**src/brs_pkg.sv**
```systemverilog
`timescale 1ns / 1ps

package brs_pkg;

  localparam int CANVAS_WIDTH  = 640;
  localparam int CANVAS_HEIGHT = 420;
  localparam int TOP_ROW       = 22;
  localparam int MAX_RADIUS    = 24;
  localparam int PALETTE_SIZE  = 12;

  localparam int PAINT_ROWS   = CANVAS_HEIGHT - TOP_ROW;
  localparam int CANVAS_DEPTH = PAINT_ROWS * CANVAS_WIDTH;
  localparam int ADDR_W       = $clog2(CANVAS_DEPTH);
  localparam int ROW_W        = $clog2(PAINT_ROWS);
  localparam int COL_W        = $clog2(CANVAS_WIDTH);

  localparam int COORD_W  = 12;
  localparam int POS_W    = COORD_W + 1;
  localparam int RGB_W    = 24;
  localparam int RADIUS_W = 5;
  localparam int PAL_W    = 4;
  localparam int RAD_W    = $clog2(MAX_RADIUS + 1);
  localparam int OFF_W    = RAD_W + 1;
  localparam int SQ_W     = 2 * RAD_W + 1;

  localparam int DATA_W   = 32;
  localparam int PADDR_W  = 3;

  localparam logic [RGB_W-1:0] WHITE = 24'hFFFFFF;

  typedef enum logic [1:0] {
    OP_STROKE = 2'd0,
    OP_READ   = 2'd1,
    OP_CLEAR  = 2'd2,
    OP_NONE   = 2'd3
  } op_t;

  typedef enum logic {
    REG_RADIUS  = 1'b0,
    REG_PALETTE = 1'b1
  } reg_idx_t;

  typedef struct packed {
    logic                    vld;
    logic                    paint;
    logic signed [OFF_W-1:0] ox;
    logic signed [OFF_W-1:0] oy;
    logic signed [POS_W-1:0] px;
    logic signed [POS_W-1:0] py;
  } pix_req_t;

  typedef struct packed {
    logic              busy;
    logic              we;
    logic              re;
    logic [ADDR_W-1:0] addr;
  } canvas_cmd_t;

  typedef struct packed {
    logic              we;
    logic [ADDR_W-1:0] addr;
  } fill_t;

  function automatic logic [RGB_W-1:0] palette_colour(input logic [PAL_W-1:0] idx);
    logic [RGB_W-1:0] c;
    case (idx)
      4'd0:    c = 24'h000000;
      4'd1:    c = 24'hFFFFFF;
      4'd2:    c = 24'h808080;
      4'd3:    c = 24'hE03030;
      4'd4:    c = 24'hF08000;
      4'd5:    c = 24'hF0D000;
      4'd6:    c = 24'h30B030;
      4'd7:    c = 24'h30C0C0;
      4'd8:    c = 24'h3060E0;
      4'd9:    c = 24'h8030C0;
      4'd10:   c = 24'hE040A0;
      4'd11:   c = 24'h8B5A2B;
      default: c = 24'h000000;
    endcase
    if (int'(idx) >= PALETTE_SIZE) c = '0;
    return c;
  endfunction

endpackage

```
**src/brs_disc.sv**
```systemverilog
`timescale 1ns / 1ps

module brs_disc (
  input  logic                       clk,
  input  logic                       rst_n,
  input  brs_pkg::pix_req_t          req,
  input  logic [2*brs_pkg::RAD_W-1:0] r2,
  output brs_pkg::canvas_cmd_t       cmd
);
  import brs_pkg::*;

  localparam logic [ADDR_W-1:0] WIDTH_A = ADDR_W'(CANVAS_WIDTH);

  logic [OFF_W-1:0]   mag_x, mag_y;
  logic [2*RAD_W-1:0] sq_x, sq_y;
  logic               in_area;
  logic [POS_W-1:0]   row_off;
  logic [ADDR_W-1:0]  row_base;

  logic               s1_vld_r;
  logic               s1_paint_r;
  logic               s1_in_r;
  logic [SQ_W-1:0]    s1_sq_r;
  logic [ADDR_W-1:0]  s1_base_r;
  logic [COL_W-1:0]   s1_col_r;
  logic               hit;

  always_comb begin
    mag_x    = req.ox[OFF_W-1] ? OFF_W'(-req.ox) : OFF_W'(req.ox);
    mag_y    = req.oy[OFF_W-1] ? OFF_W'(-req.oy) : OFF_W'(req.oy);
    sq_x     = mag_x[RAD_W-1:0] * mag_x[RAD_W-1:0];
    sq_y     = mag_y[RAD_W-1:0] * mag_y[RAD_W-1:0];
    in_area  = !req.px[POS_W-1] && (req.px < POS_W'(CANVAS_WIDTH)) &&
               (req.py >= POS_W'(TOP_ROW)) && (req.py < POS_W'(CANVAS_HEIGHT));
    row_off  = req.py - POS_W'(TOP_ROW);
    row_base = ADDR_W'(row_off[ROW_W-1:0]) * WIDTH_A;
  end

  always_ff @(posedge clk) begin
    if (!rst_n) begin
      s1_vld_r <= 1'b0;
    end else begin
      s1_vld_r <= req.vld;
    end
    s1_paint_r <= req.paint;
    s1_in_r    <= in_area;
    s1_sq_r    <= SQ_W'(sq_x) + SQ_W'(sq_y);
    s1_base_r  <= row_base;
    s1_col_r   <= req.px[COL_W-1:0];
  end

  assign hit      = s1_sq_r <= SQ_W'(r2);
  assign cmd.busy = s1_vld_r;
  assign cmd.we   = s1_vld_r && s1_paint_r && s1_in_r && hit;
  assign cmd.re   = s1_vld_r && !s1_paint_r && s1_in_r;
  assign cmd.addr = s1_base_r + ADDR_W'(s1_col_r);

endmodule

```
**config.mk**
```make
export PLATFORM = sky130hd
export DESIGN_NAME = brs_disc
export DESIGN_NICKNAME = d
export VERILOG_FILES = /design/src/brs_pkg.sv /design/src/brs_disc.sv
export SDC_FILE = /design/constraint.sdc
export NUM_CORES = 1
export LEC_CHECK = 0
export BUFFER_PORTS_ARGS = -buffer_cell sky130_fd_sc_hd__buf_4
export CAP_MARGIN = 20
export CORE_MARGIN = 5
export CORE_UTILIZATION = 55
export DETAILED_ROUTE_END_ITERATION = 12
export PLACE_DENSITY = 0.9
export SLEW_MARGIN = 20
export SYNTH_ARGS = -nofsm -noshare
export SYNTH_HDL_FRONTEND = slang
export SYNTH_SLANG_ARGS = --single-unit
```
**constraint.sdc**
```tcl
create_clock -name clk -period 9.6 [get_ports clk]
set_input_delay 0.96 -clock clk [delete_from_list [all_inputs] [get_ports clk]]
set_output_delay 0.96 -clock clk [all_outputs]
set_load 0.03 [all_outputs]
```
# Word level (Yosys, flattened, before mapping)

Index checks and enable logic that the tools add are counted.

Add/subtract/negate cells: 5
Muxes and demuxes: 2
Order comparisons: 4
Reduce and logical (&&, ||, !) cells: 10
Multiply operators: 3

Operators by type and width:

| cell                                                                                 | number |
|---|---|
| 5-bit by 5-bit multiplier with 10-bit output                                         | 2 |
| 18-bit by 10-bit adder with 18-bit output                                            | 1 |
| 13-bit by 6-bit greater-or-equal comparator with 1-bit output, second input constant | 1 |
| 13-bit by 10-bit less-than comparator with 1-bit output, second input constant       | 1 |
| 13-bit by 11-bit less-than comparator with 1-bit output, second input constant       | 1 |
| 10-bit by 10-bit adder with 11-bit output                                            | 1 |
| 11-bit by 10-bit less-or-equal comparator with 1-bit output                          | 1 |
| 9-bit by 3-bit multiplier with 11-bit output, second input constant                  | 1 |
| 5-bit two-way mux                                                                    | 2 |
| 5-bit negator                                                                        | 2 |
| 9-bit by 6-bit subtractor with 9-bit output, second input constant                   | 1 |
| 1-bit logical AND                                                                    | 8 |
| 1-bit zero test                                                                      | 2 |

Output and inout bits: 21
Bits in registers: 35

# Longest topological paths before layout

Gate-level depths: netlist (run 1).

Depth after elaboration: 4
Depth in mapped cells: 21
Mapped depth without buffers: 21

# Least setup slack after synthesis (run 1)

Ideal clock, no wire load.

Path kind: input port to flip-flop
Start point: input port req[26] (netlist name)
End point: register s1_sq_r[10]
Required time: 9.482 ns
Setup slack: 4.076 ns
Arrival time: 5.406 ns
Library setup time: 0.118 ns
Stages: 20
Path through: inv_1 ha_1 nand2_1 o21a_1 inv_1 nand2_1 inv_1 fa_1 fa_1 inv_1 fa_1 inv_1 fa_1 fa_1 ha_1 a21oi_1 o21ai_0 a211oi_1 o21bai_1 xnor2_1

Longest elaborated chain between the ends: 4

RTL lines:

| what                                           | line           | text |
|---|---|---|
| from (decl)                                    | brs_disc.sv:6  | `input brs_pkg::pix_req_t req,` |
| 5-bit negator                                  | brs_disc.sv:30 | `mag_y = req.oy[OFF_W-1] ? OFF_W'(-req.oy) : OFF_W'(req.oy);` |
| 5-bit two-way mux *                            | brs_disc.sv:30 |  |
| 5-bit by 5-bit multiplier with 10-bit output * | brs_disc.sv:32 | `sq_y = mag_y[RAD_W-1:0] * mag_y[RAD_W-1:0];` |
| 10-bit by 10-bit adder with 11-bit output *    | brs_disc.sv:47 | `s1_sq_r <= SQ_W'(sq_x) + SQ_W'(sq_y);` |
| to (signal assigned)                           | brs_disc.sv:47 |  |
| to (decl)                                      | brs_disc.sv:23 | `logic [SQ_W-1:0] s1_sq_r;` |

Every way passes the cells marked *; elsewhere a longest branch is shown, timed or not.
A chain may end at the register's enable or synchronous reset.

# Worst setup path in the final report (run 1)

Ends and elaborated chain as after synthesis.

==> results.md, run 1 <==
* Status: finished, final reports clean
* Worst setup slack after layout at 3.80 ns
* Avg Cell Area, Syn at 9.14 um^2
* Core Area at 5540 um^2
* Ys flop type: dfxtp_1
* Total of max-cap violations at 0
* Hold path start: req[19]
* Initial Utilization at 0.568
* Register area at 701 um^2
* Final ANT Viol Nets at 0
* TritonCTS clock tree: yes
* Vias post-DR at 2537
* Critical Path Start Type: input port
* FF+latch count, synth at 35
* Worst vdd ir at 0.000152 V
* Largest net degree at the start of global routing at 11
* Req. time, crit path at 9.77 ns
* Async set-reset flop share out of synthesis at 0
* Relative slew margins at 0.659
* CP Capture Type: register
* Unrepaired setup endpoints after global routing: false
* CP top delay family: adder cells
* Hold Path Stages at 1
* Power density over the cells at 236 nW/um^2
* Post-route cell area at 3800 um^2
* Fin. max-slew vios at 0
* Sw frac at 0.435
* Mapped Cells at 344
* Clock share of power at 0.107
* Fraction of layout cells with a size suffix above 1 at 0.192
* Post-CTS Resized at 0
* Avg Vias per Cell at 5.20
* CTS Hold Buffers Added at 0
* CTS Root Cell: clkbuf_8
* Hold WC Path Type: in -> reg
* LEAKAGE at 2.00 nW
* Synth Warn # at 0
* EDFF count, synth at 0
* Rows at 27
* Die X at 85.6 um
* CP max-delay cell: fa_1
* WP depth at 21
* F_max at 173 MHz
* Worst Tran Pin Value at 0.508 ns
* Final RePlAce weighted congestion at 0.854
* Synthesized area at 3140 um^2
* Setup violators final at 0
* Worst path cell trace: buf_4 > inv_1 > ha_1 > nand2_1 > o21a_1 > inv_1 > nand2_1 > inv_1 > fa_1 > fa_1 > inv_1 > fa_1 > inv_1 > fa_1 > fa_1 > ha_1 > a21oi_1 > o21ai_0 > a211oi_1 > o21bai_1 > xnor2_1
* Inserted Clock Buffers at 5
* Layout net count at 547
* Die area at 7330 um^2
* Pre-antenna DRT Iters at 4
* Vias in the first global route at 2691
* Initial antenna violation count at 0
* Hold EP: s1_col_r[6]
* Area delta synth->final at 20.7%
* Drt first-iter violations at 53
* Hold WS at 0.778 ns
* Final WL at 6810 um
* Clk sinks at 35
* Leading cell types in the layout, fill and taps excluded: buf_4, inv_1, ha_1
* Seq pwr share at 0.236
* Dpl hpwl at 5910 um
* DRC at 0
* H-tree depth at 2
* Slowest stage delay, CP at 0.55 ns
* Clk buf depth at 2
* Total gr overflow at 0
* Min Tclk post-route at 5.80 ns
* Gr usage total at 0.195
* Placed cell areas at 3710 um^2
* Global-route wire length before repair at 11700 um
* Final count of hold timing violations at 0
* Pre-CTS WS at 3.56 ns
* Commonest non-fill, non-tap cell in the layout: buf_4
* Avg WL per Cell at 14.0 um
* Crit path buf inv count at 6
* Fin util at 0.685
* Area of the multi-input gates at 2170 um^2
* I/O pin total at 73
* Crit path arrival time at 5.96 ns
* Comb pwr share at 0.657
* Syn_nets at 476
* Setup Fix Bufs, Post-CTS at 0
* Synth unique cells at 35
* Post-synthesis sequential area ratio at 0.223
* Clk slew on worst S/H paths at 0.07 ns
* P_sw at 0.390 mW
* Int Power at 0.506 mW
* Critical path class: in -> reg
* Number of port buffers at 72
* Fillers at 427
* Setup TNS at 0 ns
* CP max FO at 6
* N_diodes at 0
* Tcrit/Tclk final at 0.604
* Die Y-Extent at 85.6 um
[routing by layer]
layer | share of wire | vias up | wire, um | global-route usage
met2 | 0.52 | 88 | 3520 | 0.368
met1 | 0.39 | 1161 | 2680 | 0.216
met5 | 0 | - | 0 | 0
li1 | - | 1260 | - | -
met4 | 0.033 | 0 | 224 | 0.0806
met3 | 0.057 | 28 | 391 | 0.0307
[worst max path at each step]
| stage | startpoint | endpoint |
|---|---|---|
| after global placement | req[26] | s1_sq_r[10] |
| after CTS | req[26] | s1_sq_r[10] |
| after detailed placement | req[26] | s1_sq_r[10] |
| after global routing | req[26] | s1_sq_r[10] |
| after floorplan | req[26] | s1_sq_r[10] |
| final | req[26] | s1_sq_r[10] |
[stage by stage]
stage | instances | total power, mW
3_3_place_gp | 480 | 0.766
4_1_cts | 488 | 0.906
2_1_floorplan | 344 | 0.654
6_report | 488 | 0.896
5_1_grt | 488 | 0.999
3_5_place_dp | 480 | 0.799
[Yosys cell counts (6+ instances only)]
cell type	count	share of area
nand3_1	6	0.0096
nand2_1	25	0.030
buf_4	8	0.019
and2_1	6	0.012
nor2_1	27	0.032
xnor2_1	21	0.058
o21ai_0	6	0.0096
dfxtp_1	35	0.22
fa_1	23	0.15
xor2_1	14	0.039
ha_1	57	0.23
inv_1	58	0.069
a21oi_1	12	0.019
[flip-flops by register name, summed over array words and instances, names as in the netlist]
signal / cells
s1_sq_r: 11
s1_col_r: 10
s1_base_r: 11
s1_paint_r: 1
s1_in_r: 1
s1_vld_r: 1
[layout make-up]
type,instances,share of cell area
Inverter,58,0.0574
Clock inverter,1,0.00132
Multi-Input combinational cell,243,0.571
Timing Repair Buffer,72,0.142
Clock buffer,7,0.0201
Tap cell,72,0.0237
Sequential cell,35,0.185
[logic make-up after synthesis]
family	Yosys count	synth area share
and+or+nand+nor	85	0.128
DFF	35	0.223
AOI/OAI and AO/OA	43	0.0903
xor gates and xnor gates	35	0.0975
buffers and inverters	66	0.0883
adders and majority gates	80	0.373
[power by group through the flow]
stage,clock network (mW),logic (mW),registers [mW]
floorplan,0,0.446,0.207
global placement,0,0.556,0.210
detailed placement,0,0.587,0.213
CTS,0.0985,0.596,0.211
global route,0.105,0.679,0.215
finish,0.0960,0.589,0.211
No activity file was read; power rests on OpenSTA's default activity.
==> run 2: changes to the inputs <==
clock period = 6.06 ns   (was 9.6 ns; I/O delays follow)
==> results.md, run 2 (synthesized netlist as in run 1, its figures left out) <==
* Initial Utilization at 0.568 (unchanged)
* Area of the multi-input gates at 2170 um^2 (unchanged)
* Critical path class: in -> reg
* Commonest non-fill, non-tap cell in the layout: buf_4
* Pre-antenna DRT Iters at 4 (unchanged)
* Final WL at 6900 um (+1.3%)
* Post-CTS Resized at 0 (unchanged)
* Unrepaired setup endpoints after global routing: false
* Worst Tran Pin Value at 0.532 ns (+0.0238 ns)
* Final ANT Viol Nets at 0 (unchanged)
* Setup Fix Bufs, Post-CTS at 0 (unchanged)
* Die area at 7330 um^2 (unchanged)
* Inserted Clock Buffers at 5 (unchanged)
* N_diodes at 0 (unchanged)
* Status: finished, final reports clean
* Fraction of layout cells with a size suffix above 1 at 0.192 (unchanged)
* Gr usage total at 0.200 (+0.00463)
* Global-route wire length before repair at 11900 um (+2.4%)
* Worst vdd ir at 0.000240 V (+58%)
* Fin. max-slew vios at 0 (unchanged)
* Clk buf depth at 2 (unchanged)
* H-tree depth at 2 (unchanged)
* Core Area at 5540 um^2 (unchanged)
* Final count of hold timing violations at 0 (unchanged)
* CP Capture Type: register
* Power density over the cells at 378 nW/um^2 (+60%)
* Fin util at 0.685 (unchanged)
* Top Registers: s1_base_r: 11 flops, s1_sq_r: 11 flops, s1_col_r: 10 flops
* Hold WS at 0.423 ns (-0.355 ns)
* Final RePlAce weighted congestion at 0.854 (about the same)
* Leading cell types in the layout, fill and taps excluded: buf_4, inv_1, ha_1
* Relative slew margins at 0.643 (-0.0160)
* Hold WC Path Type: in -> reg
* Register area at 701 um^2 (unchanged)
* Dpl hpwl at 5890 um (-0.34%)
* Avg WL per Cell at 14.1 um (+1.3%)
* I/O pin total at 73 (unchanged)
* Drt first-iter violations at 91 (+72%)
* Critical Path Start Type: input port
* Setup violators final at 0 (unchanged)
* Number of port buffers at 72 (unchanged)
* Avg Vias per Cell at 5.15 (-1.0%)
* Worst setup slack after layout at 0.600 ns (-3.20 ns)
* Setup TNS at 0 ns (unchanged)
* Crit path arrival time at 5.64 ns (-0.32 ns)
* Clk sinks at 35 (unchanged)
* Layout net count at 547 (unchanged)
* CTS Hold Buffers Added at 0 (unchanged)
* Vias post-DR at 2511 (-1.0%)
* Die X at 85.6 um (unchanged)
* Total of max-cap violations at 0 (unchanged)
* Total Power at 1.44 mW (+60%)
* CP max FO at 6 (unchanged)
* Tcrit/Tclk final at 0.901
* Largest net degree at the start of global routing at 11 (unchanged)
* Area delta synth->final at 20.7% (unchanged)
* Total gr overflow at 0 (unchanged)
* Fillers at 431 (+0.94%)
* Pre-CTS WS at 0.383 ns (-3.18 ns)
* Min Tclk post-route at 5.46 ns
* LEAKAGE at 2.00 nW (unchanged)
* Req. time, crit path at 6.24 ns (-3.53 ns)
* Die Y-Extent at 85.6 um (unchanged)
* F_max at 183 MHz
* DRC at 0 (unchanged)
* Rows at 27 (unchanged)
* Initial antenna violation count at 0 (unchanged)
* CTS Root Cell: clkbuf_8
* TritonCTS clock tree: yes
* Clk slew on worst S/H paths at 0.07 ns (about the same)
* Vias in the first global route at 2714 (+0.85%)
## run 2: worst max-delay path, cell delays in order
cell      delay, ns
buf_4          0.12
inv_1          0.07
ha_1           0.29
nand2_1        0.07
o21a_1         0.19
inv_1          0.11
nand2_1        0.13
inv_1          0.08
fa_1           0.51
fa_1           0.54
inv_1          0.05
fa_1           0.53
inv_1          0.05
fa_1           0.56
fa_1           0.44
ha_1           0.38
a21oi_1        0.22
o21ai_0        0.15
a211oi_1       0.27
o21bai_1       0.12
xnor2_1        0.13
## run 2: path summary, 6_finish.rpt
check / start / to / slack (ns) / cells past startpoint
max: req[26] / s1_sq_r[10] / 0.60 / 21
min: req[19] / s1_col_r[6] / 0.42 / 1
## run 2: per-layer routing
metal | GRT usage | up-vias | part of all wire | wire length, um
met5 | 0 | - | 0 | 0
met2 | 0.377 | 76 | 0.53 | 3640
met4 | 0.0763 | 0 | 0.023 | 159
met1 | 0.225 | 1167 | 0.40 | 2730
li1 | - | 1255 | - | -
met3 | 0.0288 | 13 | 0.054 | 373
## run 2: area by class of cell
type	instances	share of cell area
Sequential cell	35	0.185
Inverter	58	0.0574
Tap cell	72	0.0237
Timing Repair Buffer	72	0.142
Clock inverter	1	0.00132
Clock buffer	7	0.0201
Multi-Input combinational cell	243	0.571
## run 2: where the power goes
group / leakage (nW) / switching (mW) / internal (mW)
sequential: 0.295 / 0.0314 / 0.302
clock: 0.0422 / 0.0750 / 0.0805
combinational: 1.66 / 0.525 / 0.422
total: 2.00 / 0.632 / 0.804
## run 2: per-stage QoR
step           instances  cell area [um^2]
3_5_place_dp         480              3710
4_1_cts              488              3800
6_report             488              3800
3_3_place_gp         480              3710
5_1_grt              488              3800
2_1_floorplan        344              3140
