$ cat src/brs_pkg.sv
`timescale 1ns / 1ps

package brs_pkg;

  localparam int CANVAS_WIDTH  = 640;
  localparam int CANVAS_HEIGHT = 420;
  localparam int TOP_ROW       = 22;
  localparam int MAX_RADIUS    = 24;
  localparam int PALETTE_SIZE  = 12;

  localparam int PAINT_ROWS   = CANVAS_HEIGHT - TOP_ROW;
  localparam int CANVAS_DEPTH = PAINT_ROWS * CANVAS_WIDTH;
  localparam int ADDR_W       = $clog2(CANVAS_DEPTH);
  localparam int ROW_W        = $clog2(PAINT_ROWS);
  localparam int COL_W        = $clog2(CANVAS_WIDTH);

  localparam int COORD_W  = 12;
  localparam int POS_W    = COORD_W + 1;
  localparam int RGB_W    = 24;
  localparam int RADIUS_W = 5;
  localparam int PAL_W    = 4;
  localparam int RAD_W    = $clog2(MAX_RADIUS + 1);
  localparam int OFF_W    = RAD_W + 1;
  localparam int SQ_W     = 2 * RAD_W + 1;

  localparam int DATA_W   = 32;
  localparam int PADDR_W  = 3;

  localparam logic [RGB_W-1:0] WHITE = 24'hFFFFFF;

  typedef enum logic [1:0] {
    OP_STROKE = 2'd0,
    OP_READ   = 2'd1,
    OP_CLEAR  = 2'd2,
    OP_NONE   = 2'd3
  } op_t;

  typedef enum logic {
    REG_RADIUS  = 1'b0,
    REG_PALETTE = 1'b1
  } reg_idx_t;

  typedef struct packed {
    logic                    vld;
    logic                    paint;
    logic signed [OFF_W-1:0] ox;
    logic signed [OFF_W-1:0] oy;
    logic signed [POS_W-1:0] px;
    logic signed [POS_W-1:0] py;
  } pix_req_t;

  typedef struct packed {
    logic              busy;
    logic              we;
    logic              re;
    logic [ADDR_W-1:0] addr;
  } canvas_cmd_t;

  typedef struct packed {
    logic              we;
    logic [ADDR_W-1:0] addr;
  } fill_t;

  function automatic logic [RGB_W-1:0] palette_colour(input logic [PAL_W-1:0] idx);
    logic [RGB_W-1:0] c;
    case (idx)
      4'd0:    c = 24'h000000;
      4'd1:    c = 24'hFFFFFF;
      4'd2:    c = 24'h808080;
      4'd3:    c = 24'hE03030;
      4'd4:    c = 24'hF08000;
      4'd5:    c = 24'hF0D000;
      4'd6:    c = 24'h30B030;
      4'd7:    c = 24'h30C0C0;
      4'd8:    c = 24'h3060E0;
      4'd9:    c = 24'h8030C0;
      4'd10:   c = 24'hE040A0;
      4'd11:   c = 24'h8B5A2B;
      default: c = 24'h000000;
    endcase
    if (int'(idx) >= PALETTE_SIZE) c = '0;
    return c;
  endfunction

endpackage

$ cat src/brs_seq.sv
`timescale 1ns / 1ps

module brs_seq (
  input  logic                               clk,
  input  logic                               rst_n,
  input  logic                               in_valid,
  output logic                               in_stall,
  input  logic [1:0]                         in_op,
  input  logic signed [brs_pkg::COORD_W-1:0] in_start_x,
  input  logic signed [brs_pkg::COORD_W-1:0] in_start_y,
  input  logic signed [brs_pkg::COORD_W-1:0] in_end_x,
  input  logic signed [brs_pkg::COORD_W-1:0] in_end_y,
  input  logic [brs_pkg::RADIUS_W-1:0]       radius,
  output brs_pkg::pix_req_t                  req,
  output logic [2*brs_pkg::RAD_W-1:0]        r2,
  input  brs_pkg::canvas_cmd_t               cmd,
  input  logic [brs_pkg::RGB_W-1:0]          rd_data,
  output brs_pkg::fill_t                     fill,
  output logic                               out_valid,
  input  logic                               out_stall,
  output logic [brs_pkg::RGB_W-1:0]          out_pixel_colour,
  output logic                               out_in_canvas
);
  import brs_pkg::*;

  typedef enum logic [3:0] {
    S_FILL, S_IDLE, S_SETUP, S_CENTER, S_PIX, S_DRAIN, S_RDA, S_RDB, S_DONE
  } state_t;

  state_t                  state_r, state_nxt;
  logic [ADDR_W-1:0]       fill_addr_r, fill_addr_nxt;
  logic                    fill_op_r, fill_op_nxt;
  logic signed [POS_W-1:0] x0_r, x0_nxt, y0_r, y0_nxt;
  logic signed [POS_W-1:0] dx_r, dx_nxt, dy_r, dy_nxt;
  logic [COORD_W-1:0]      ax_r, ax_nxt, ay_r, ay_nxt;
  logic [COORD_W-1:0]      n_r, n_nxt, i_r, i_nxt;
  logic [COORD_W-1:0]      remx_r, remx_nxt, remy_r, remy_nxt;
  logic [COORD_W-1:0]      qx_r, qx_nxt, qy_r, qy_nxt;
  logic signed [POS_W-1:0] cx_r, cx_nxt, cy_r, cy_nxt;
  logic signed [OFF_W-1:0] ox_r, ox_nxt, oy_r, oy_nxt;
  logic [RAD_W-1:0]        r_r, r_nxt;
  logic [2*RAD_W-1:0]      r2_r, r2_nxt;
  logic [RGB_W-1:0]        res_colour_r, res_colour_nxt;
  logic                    res_inside_r, res_inside_nxt;
  logic                    out_valid_r, out_valid_nxt;
  logic [RGB_W-1:0]        out_colour_r, out_colour_nxt;
  logic                    out_inside_r, out_inside_nxt;

  logic                    accept;
  logic [RAD_W-1:0]        r_sat;
  logic signed [OFF_W-1:0] r_pos, r_neg;
  logic [POS_W-1:0]        dx_mag, dy_mag;
  logic [COORD_W-1:0]      n_max;
  logic [COORD_W:0]        sum_x, sum_y, dif_x, dif_y;
  logic signed [POS_W-1:0] step_x, step_y;

  assign accept   = in_valid && (state_r == S_IDLE);
  assign in_stall = (state_r != S_IDLE);
  assign r_sat    = (radius > RADIUS_W'(MAX_RADIUS)) ? RAD_W'(MAX_RADIUS) : RAD_W'(radius);
  assign r_pos    = OFF_W'({1'b0, r_r});
  assign r_neg    = -r_pos;
  assign dx_mag   = dx_r[POS_W-1] ? POS_W'(-dx_r) : POS_W'(dx_r);
  assign dy_mag   = dy_r[POS_W-1] ? POS_W'(-dy_r) : POS_W'(dy_r);
  assign n_max    = (dx_mag[COORD_W-1:0] > dy_mag[COORD_W-1:0]) ?
                    dx_mag[COORD_W-1:0] : dy_mag[COORD_W-1:0];
  assign sum_x    = {1'b0, remx_r} + {1'b0, ax_r};
  assign sum_y    = {1'b0, remy_r} + {1'b0, ay_r};
  assign dif_x    = sum_x - {1'b0, n_r};
  assign dif_y    = sum_y - {1'b0, n_r};
  assign step_x   = dx_r[POS_W-1] ? -$signed(POS_W'(qx_r)) : $signed(POS_W'(qx_r));
  assign step_y   = dy_r[POS_W-1] ? -$signed(POS_W'(qy_r)) : $signed(POS_W'(qy_r));

  always_comb begin
    state_nxt      = state_r;
    fill_addr_nxt  = fill_addr_r;
    fill_op_nxt    = fill_op_r;
    x0_nxt         = x0_r;
    y0_nxt         = y0_r;
    dx_nxt         = dx_r;
    dy_nxt         = dy_r;
    ax_nxt         = ax_r;
    ay_nxt         = ay_r;
    n_nxt          = n_r;
    i_nxt          = i_r;
    remx_nxt       = remx_r;
    remy_nxt       = remy_r;
    qx_nxt         = qx_r;
    qy_nxt         = qy_r;
    cx_nxt         = cx_r;
    cy_nxt         = cy_r;
    ox_nxt         = ox_r;
    oy_nxt         = oy_r;
    r_nxt          = r_r;
    r2_nxt         = r2_r;
    res_colour_nxt = res_colour_r;
    res_inside_nxt = res_inside_r;
    out_valid_nxt  = out_valid_r && out_stall;
    out_colour_nxt = out_colour_r;
    out_inside_nxt = out_inside_r;

    req.vld   = 1'b0;
    req.paint = 1'b1;
    req.ox    = ox_r;
    req.oy    = oy_r;
    req.px    = cx_r + POS_W'(ox_r);
    req.py    = cy_r + POS_W'(oy_r);
    fill.we   = 1'b0;
    fill.addr = fill_addr_r;

    case (state_r)
      S_FILL: begin
        fill.we = 1'b1;
        if (fill_addr_r == ADDR_W'(CANVAS_DEPTH - 1)) begin
          fill_op_nxt = 1'b0;
          state_nxt   = fill_op_r ? S_DONE : S_IDLE;
        end else begin
          fill_addr_nxt = fill_addr_r + 1'b1;
        end
      end
      S_IDLE: begin
        if (accept) begin
          res_colour_nxt = '0;
          res_inside_nxt = 1'b0;
          case (in_op)
            OP_STROKE: begin
              x0_nxt    = POS_W'(in_start_x);
              y0_nxt    = POS_W'(in_start_y);
              dx_nxt    = POS_W'(in_end_x) - POS_W'(in_start_x);
              dy_nxt    = POS_W'(in_end_y) - POS_W'(in_start_y);
              r_nxt     = r_sat;
              state_nxt = S_SETUP;
            end
            OP_READ: begin
              req.vld   = 1'b1;
              req.paint = 1'b0;
              req.ox    = '0;
              req.oy    = '0;
              req.px    = POS_W'(in_start_x);
              req.py    = POS_W'(in_start_y);
              state_nxt = S_RDA;
            end
            OP_CLEAR: begin
              fill_addr_nxt = '0;
              fill_op_nxt   = 1'b1;
              state_nxt     = S_FILL;
            end
            default: begin
              state_nxt = S_DONE;
            end
          endcase
        end
      end
      S_SETUP: begin
        ax_nxt    = dx_mag[COORD_W-1:0];
        ay_nxt    = dy_mag[COORD_W-1:0];
        n_nxt     = (n_max == '0) ? COORD_W'(1) : n_max;
        i_nxt     = '0;
        remx_nxt  = '0;
        remy_nxt  = '0;
        qx_nxt    = '0;
        qy_nxt    = '0;
        r2_nxt    = r_r * r_r;
        state_nxt = S_CENTER;
      end
      S_CENTER: begin
        cx_nxt    = x0_r + step_x;
        cy_nxt    = y0_r + step_y;
        ox_nxt    = r_neg;
        oy_nxt    = r_neg;
        state_nxt = S_PIX;
      end
      S_PIX: begin
        req.vld = 1'b1;
        if (ox_r == r_pos) begin
          ox_nxt = r_neg;
          if (oy_r == r_pos) begin
            if (i_r == n_r) begin
              state_nxt = S_DRAIN;
            end else begin
              i_nxt = i_r + 1'b1;
              if (sum_x >= {1'b0, n_r}) begin
                remx_nxt = dif_x[COORD_W-1:0];
                qx_nxt   = qx_r + 1'b1;
              end else begin
                remx_nxt = sum_x[COORD_W-1:0];
              end
              if (sum_y >= {1'b0, n_r}) begin
                remy_nxt = dif_y[COORD_W-1:0];
                qy_nxt   = qy_r + 1'b1;
              end else begin
                remy_nxt = sum_y[COORD_W-1:0];
              end
              state_nxt = S_CENTER;
            end
          end else begin
            oy_nxt = oy_r + 1'b1;
          end
        end else begin
          ox_nxt = ox_r + 1'b1;
        end
      end
      S_DRAIN: begin
        if (!cmd.busy) state_nxt = S_DONE;
      end
      S_RDA: begin
        res_inside_nxt = cmd.re;
        state_nxt      = S_RDB;
      end
      S_RDB: begin
        res_colour_nxt = res_inside_r ? rd_data : '0;
        state_nxt      = S_DONE;
      end
      S_DONE: begin
        if (!out_valid_r || !out_stall) begin
          out_valid_nxt  = 1'b1;
          out_colour_nxt = res_colour_r;
          out_inside_nxt = res_inside_r;
          state_nxt      = S_IDLE;
        end
      end
      default: begin
        state_nxt = S_IDLE;
      end
    endcase
  end

  always_ff @(posedge clk) begin
    if (!rst_n) begin
      state_r     <= S_FILL;
      fill_addr_r <= '0;
      fill_op_r   <= 1'b0;
      out_valid_r <= 1'b0;
    end else begin
      state_r     <= state_nxt;
      fill_addr_r <= fill_addr_nxt;
      fill_op_r   <= fill_op_nxt;
      out_valid_r <= out_valid_nxt;
    end
    x0_r         <= x0_nxt;
    y0_r         <= y0_nxt;
    dx_r         <= dx_nxt;
    dy_r         <= dy_nxt;
    ax_r         <= ax_nxt;
    ay_r         <= ay_nxt;
    n_r          <= n_nxt;
    i_r          <= i_nxt;
    remx_r       <= remx_nxt;
    remy_r       <= remy_nxt;
    qx_r         <= qx_nxt;
    qy_r         <= qy_nxt;
    cx_r         <= cx_nxt;
    cy_r         <= cy_nxt;
    ox_r         <= ox_nxt;
    oy_r         <= oy_nxt;
    r_r          <= r_nxt;
    r2_r         <= r2_nxt;
    res_colour_r <= res_colour_nxt;
    res_inside_r <= res_inside_nxt;
    out_colour_r <= out_colour_nxt;
    out_inside_r <= out_inside_nxt;
  end

  assign r2               = r2_r;
  assign out_valid        = out_valid_r;
  assign out_pixel_colour = out_colour_r;
  assign out_in_canvas    = out_inside_r;

endmodule

$ cat config.mk
export PLATFORM = sky130hd
export DESIGN_NAME = brs_seq
export DESIGN_NICKNAME = d
export VERILOG_FILES = /design/src/brs_pkg.sv /design/src/brs_seq.sv
export SDC_FILE = /design/constraint.sdc
export NUM_CORES = 1
export LEC_CHECK = 0
export ABC_AREA = 1
export BUFFER_PORTS_ARGS = -buffer_cell sky130_fd_sc_hd__buf_2
export CAP_MARGIN = 20
export CORE_MARGIN = 4
export CORE_UTILIZATION = 40
export DETAILED_ROUTE_END_ITERATION = 16
export GPL_TIMING_DRIVEN = 0
export RECOVER_POWER = 50
export SLEW_MARGIN = 15
export SYNTH_ARGS = -nofsm -noshare
export SYNTH_HDL_FRONTEND = slang
export SYNTH_SLANG_ARGS = --single-unit
$ cat constraint.sdc
create_clock -name clk -period 8.5 [get_ports clk]
set_input_delay 2.125 -clock clk [delete_from_list [all_inputs] [get_ports clk]]
set_output_delay 2.125 -clock clk [all_outputs]
set_load 0.02 [all_outputs]
# Yosys cells after proc, flatten, opt, wreduce, memory -nomap -nowiden
# Index checks and enable logic that the tools add are counted.
# word_totals
register_bits	273
# classes
add_sub_neg	21
n_lt_le_gt_ge	4
n_mul	1
n_reduce_logical	24
mux	64
n_eq_ne	27
# op_table
cell	count
$mux W12	22
$pmux W12 S2	5
$mux W40	2
$mux W18	3
$mux W24	2
$pmux W24 S2	1
$mux W39	1
$add A12 B1 Y12 const B	3
$pmux W18 S2	1
$pmux W4 S9	1
$mux W4	7
$add A12 B12 Y13	2
$add A12 B13 Y13	2
$add A13 B6 Y13	2
$ge A13 B12 Y1	2
$mux W13	2
$neg A12 Y13	2
$sub A12 B12 Y13	2
$neg A12 Y12	2
$pmux W6 S2	2
$sub A12 B12 Y12	2
$ne A2 B2 Y1 const B	11
$add A18 B1 Y18 const B	1
$eq A18 B18 Y1 const B	1
32 further kinds	60

# Longest topological paths before layout
# depth
ltp_word	7
ltp_mapped	24
mapped_depth_nobuf	24

# Worst setup path after synthesis
# Ideal clock, no wire load.
# synth_path
path_kind	input -> register
startpoint	in in_valid
endpoint	reg dx_r[0] (enable)
setup_ps	536
cell_stages	4
path_slack_ps	1840
arrival_ps	6123
path_cell_list	inv_1 nor2_1 inv_2 nor3_1
# synth_between
elab_chain_len	2
# synth_rtl
element	line	source
start, declared	brs_seq.sv:6	input logic in_valid,
$logic_and A1 B1 Y1	brs_seq.sv:57	assign accept = in_valid && (state_r == S_IDLE);
$reduce_and A3 Y1 (no source line)	--	
end signal, assigned	brs_seq.sv:241	dx_r <= dx_nxt;
end, declared	brs_seq.sv:34	logic signed [POS_W-1:0] dx_r, dx_nxt, dy_r, dy_nxt;
# Every way passes these cells.
# A chain may end at the register's enable or synchronous reset.

==> results by group <==
Floorplan
  – # IOs: 200
  – Die height: approximately 230 microns
  – Die span in x: 225 microns
  – Site Rows: slightly below 80
  – Die Area: between 50000 and 60000 sq um
  – Core box area: about 47000 sq um
  – Starting Density: 0.405

Critical path
  – Critical path startpoint category: primary input
  – Setup crit start: in_valid
  – Crit path max-delay family: buffers and inverters
  – Number of buffer and inverter stages on the critical path: 5
  – Worst setup EP type: output pin
  – Worst EP arrival: about 3.9 ns
  – Stages on worst setup path: 9
  – Reg2reg path depth: 18
  – Setup slack, reg-to-reg: 3.96 ns
  – FF-to-FF End: qx_r[10]
  – Worst setup path end: req[15]
  – CP Cell Sequence: clkbuf_1 -> inv_1 -> nor2_1 -> inv_1 -> nor2_4 -> clkbuf_1 -> nand2_1 -> o21ai_0 -> buf_2
  – FF-to-FF Start: ax_r[0]
  – CP Data Required Time: ~6.4 ns
  – Critical Path Max Stage Delay: 0.47 ns
  – Setup CP Type: primary input to output pin
  – Maximum fanout along the worst path: 10
  – CP max-delay cell: clkbuf_1

Place
  – Detailed placer's ending HPWL: 40400 microns
  – Port buffer count: about 180
  – Placed inst area: between 20000 and 25000 sq um
  – RePlAce Congestion: 0.917

Yosys
  – Synthesized area per cell: approximately 8.3 sq um
  – Simple logic cell fraction of the synthesized area: 0.210
  – Dominant cell by count in the synthesized netlist: nand2_1
  – Largest family of logic cells by synthesized area: simple AND/OR/NAND/NOR gates
  – Seq/Total Area, Yosys: 0.420
  – Synth Area in Adders: 0.117
  – EDFF count, synth: between 200 and 250
  – Post-synth cell types: 52
  – Post-synthesis mux area share: 0.000597
  – Post-Syn Nets: roughly 2.5k
  – Post-synthesis compound-gate area fraction: 0.0979
  – YS warnings: 0
  – Synth Instances: 2264
  – Fraction of registers with async set/reset: 0
  – XOR/XNOR Fraction of Synth Area: 0.0766
  – Dominant cells by area after synthesis: edfxtp_1, ha_1, nand2_1, inv_1, xor2_1
  – Synth Cell Area: 18900 sq um
  – Top cell type's share of synthesized area: 0.395
  – Most frequent cells after synthesis: nand2_1, inv_1, edfxtp_1
  – Top FF cell, synth: edfxtp_1
  – Synth Register Bits: 272
  – Cell taking the most area after synthesis: edfxtp_1

Timing
  – Rel. slew slack: -0.151
  – Worst clock skew: about 0.022 ns
  – Min cycle time layout: roughly 6 ns
  – Slew @ Worst Pin: around 1.7 ns
  – Period utilization: 0.710
  – Peak Freq: 166 MHz
  – Min Hold Slack: approximately 0.42 ns
  – Final max-slew violation count: 56
  – RSZ-0062 raised after global routing: no
  – Final hold violations: 0
  – Final setup viols: 0

Clocking
  – Clk slew on worst S/H paths: roughly 0.06 ns
  – CTS root buf: clkbuf_16
  – Clk buf depth: 3
  – Hold_buf cts: 0
  – CTS tree: built
  – CTS Buf Count: 31
  – Clock Latency Late Sink: 0.60 ns
  – TritonCTS sink count: approximately 270
  – H-tree Lvls: 1
  – Cts repair resizes: 0
  – Post-CTS Setup Repair Bufs: 0

Pwr
  – LEAKAGE: ~0.01 uW
  – Tot Pwr: 2930 uW
  – Power density over the cells: 136 nW/um^2
  – VDD IR max: about 0.15 mV

GRT
  – Total track usage: 0.195
  – Grt ovf: 0
  – First-pass GRT wire length: roughly 80000 microns
  – Largest net degree at the start of global routing: 31
  – Initial antenna violation count: 0
  – Vias in the first global route: ~15k

Final layout
  – Filler Cells Inserted: approximately 4.5k
  – Design Area, Final: between 20000 and 25000 sq um
  – # diodes: 0
  – Area grow syn2layout: 14.6%
  – Storage cell area: 7930 sq um
  – Area of the multi-input gates: roughly 9500 sq um
  – Layout net count: approximately 2.8k
  – Fraction of layout cells with a size suffix above 1: 0.0979
  – Final Util: 0.464

Routing
  – Via Count: ~16k
  – Initial DRC Count: between 1k and 1.5k
  – Detail-routed via count per cell: between 5 and 6
  – Post-Route WL: between 50000 and 60000 microns
  – DRC viols: 0
  – Pre-antenna DRT Iters: 7
  – Detail Route Antenna Nets: 0
  – Mean routed wirelength per cell: about 16 microns

Status
  – Failing checks: max-capacitance violations, max-slew violations
  – Outcome: complete, but fails checks

Job
  – Max_cap viols: 2

Hold path
  – HP Class: flop to flop
==> cell type report <==
cell class              instances  area share
clock buffers                  31      0.0359
plain buffers                  46     0.00897
well taps                     607      0.0351
multi-input cells            1611       0.438
repair buffers                192      0.0455
clock inverters                26      0.0117
inverters                     335      0.0582
flip-flops and latches        272       0.367
==> cells by family after synthesis <==
kind of cell             Yosys count
AO/OA/AOI/OAI                    343
XOR/XNOR                         165
adder cells (fa/ha/maj)          168
buffers and inverters            381
flip-flops                       272
multiplexers                       1
other                              1
AND/OR/NAND/NOR                  933
==> power breakdown <==
part | switching (uW) | internal, uW | leakage (uW) | total, uW
clock network | 595 | 767 | 0.000486 | 1360
logic | 73.4 | 47.0 | 0.00702 | 120
registers | 1.92 | 1450 | 0.00231 | 1450
==> worst min path at each step <==
stage	from	endpoint	slack, ns	depth (start not counted)
after floorplan	res_colour_r[0]	out_pixel_colour[0]	0.40	0
after global placement	res_colour_r[13]	out_pixel_colour[13]	0.40	0
after detailed placement	res_colour_r[0]	out_pixel_colour[0]	0.40	0
after CTS	res_colour_r[13]	out_pixel_colour[13]	0.42	0
after global routing	res_colour_r[13]	out_pixel_colour[13]	0.42	0
final	res_colour_r[13]	out_pixel_colour[13]	0.42	0
==> state kept, by name, indices dropped and copies added, names as in the netlist, 13 cells and up <==
signal and cells:
cx_r 13, cy_r 13, dx_r 13, dy_r 13
fill_addr_r 18, out_pixel_colour 24, res_colour_r 24
==> through the flow <==
| stage | instances | worst slack, ns | TNS (ns) |
|---|---|---|---|
| final | 3120 | 2.46 | 0 |
| after detailed placement | 3063 | 2.49 | 0 |
| after global routing | 3120 | 2.28 | 0 |
| after global placement | 3050 | -0.747 | -45.06 |
| after CTS | 3120 | 2.48 | 0 |
| after floorplan | 2264 | 1.84 | 0 |
==> per-layer routing <==
metal	routed length [microns]	vias up	track usage	part of all wire
met5	0	-	0	0
met4	998	0	0.0434	0.020
met3	2480	56	0.0210	0.049
met2	24200	385	0.333	0.48
met1	23100	7391	0.271	0.46
li1	-	8000	-	-
==> placed cells by master (no fill, tap or decap), types with 42 or more instances in the layout <==
master,count
clkbuf_1,65
a21oi_1,161
nor3_1,42
nand3_1,133
o21ai_0,120
nand2_1,459
xor2_1,120
edfxtp_1,248
nor2_1,237
buf_2,160
ha_1,155
inv_1,333
xnor2_1,45
(Power assumes the default switching activity.)
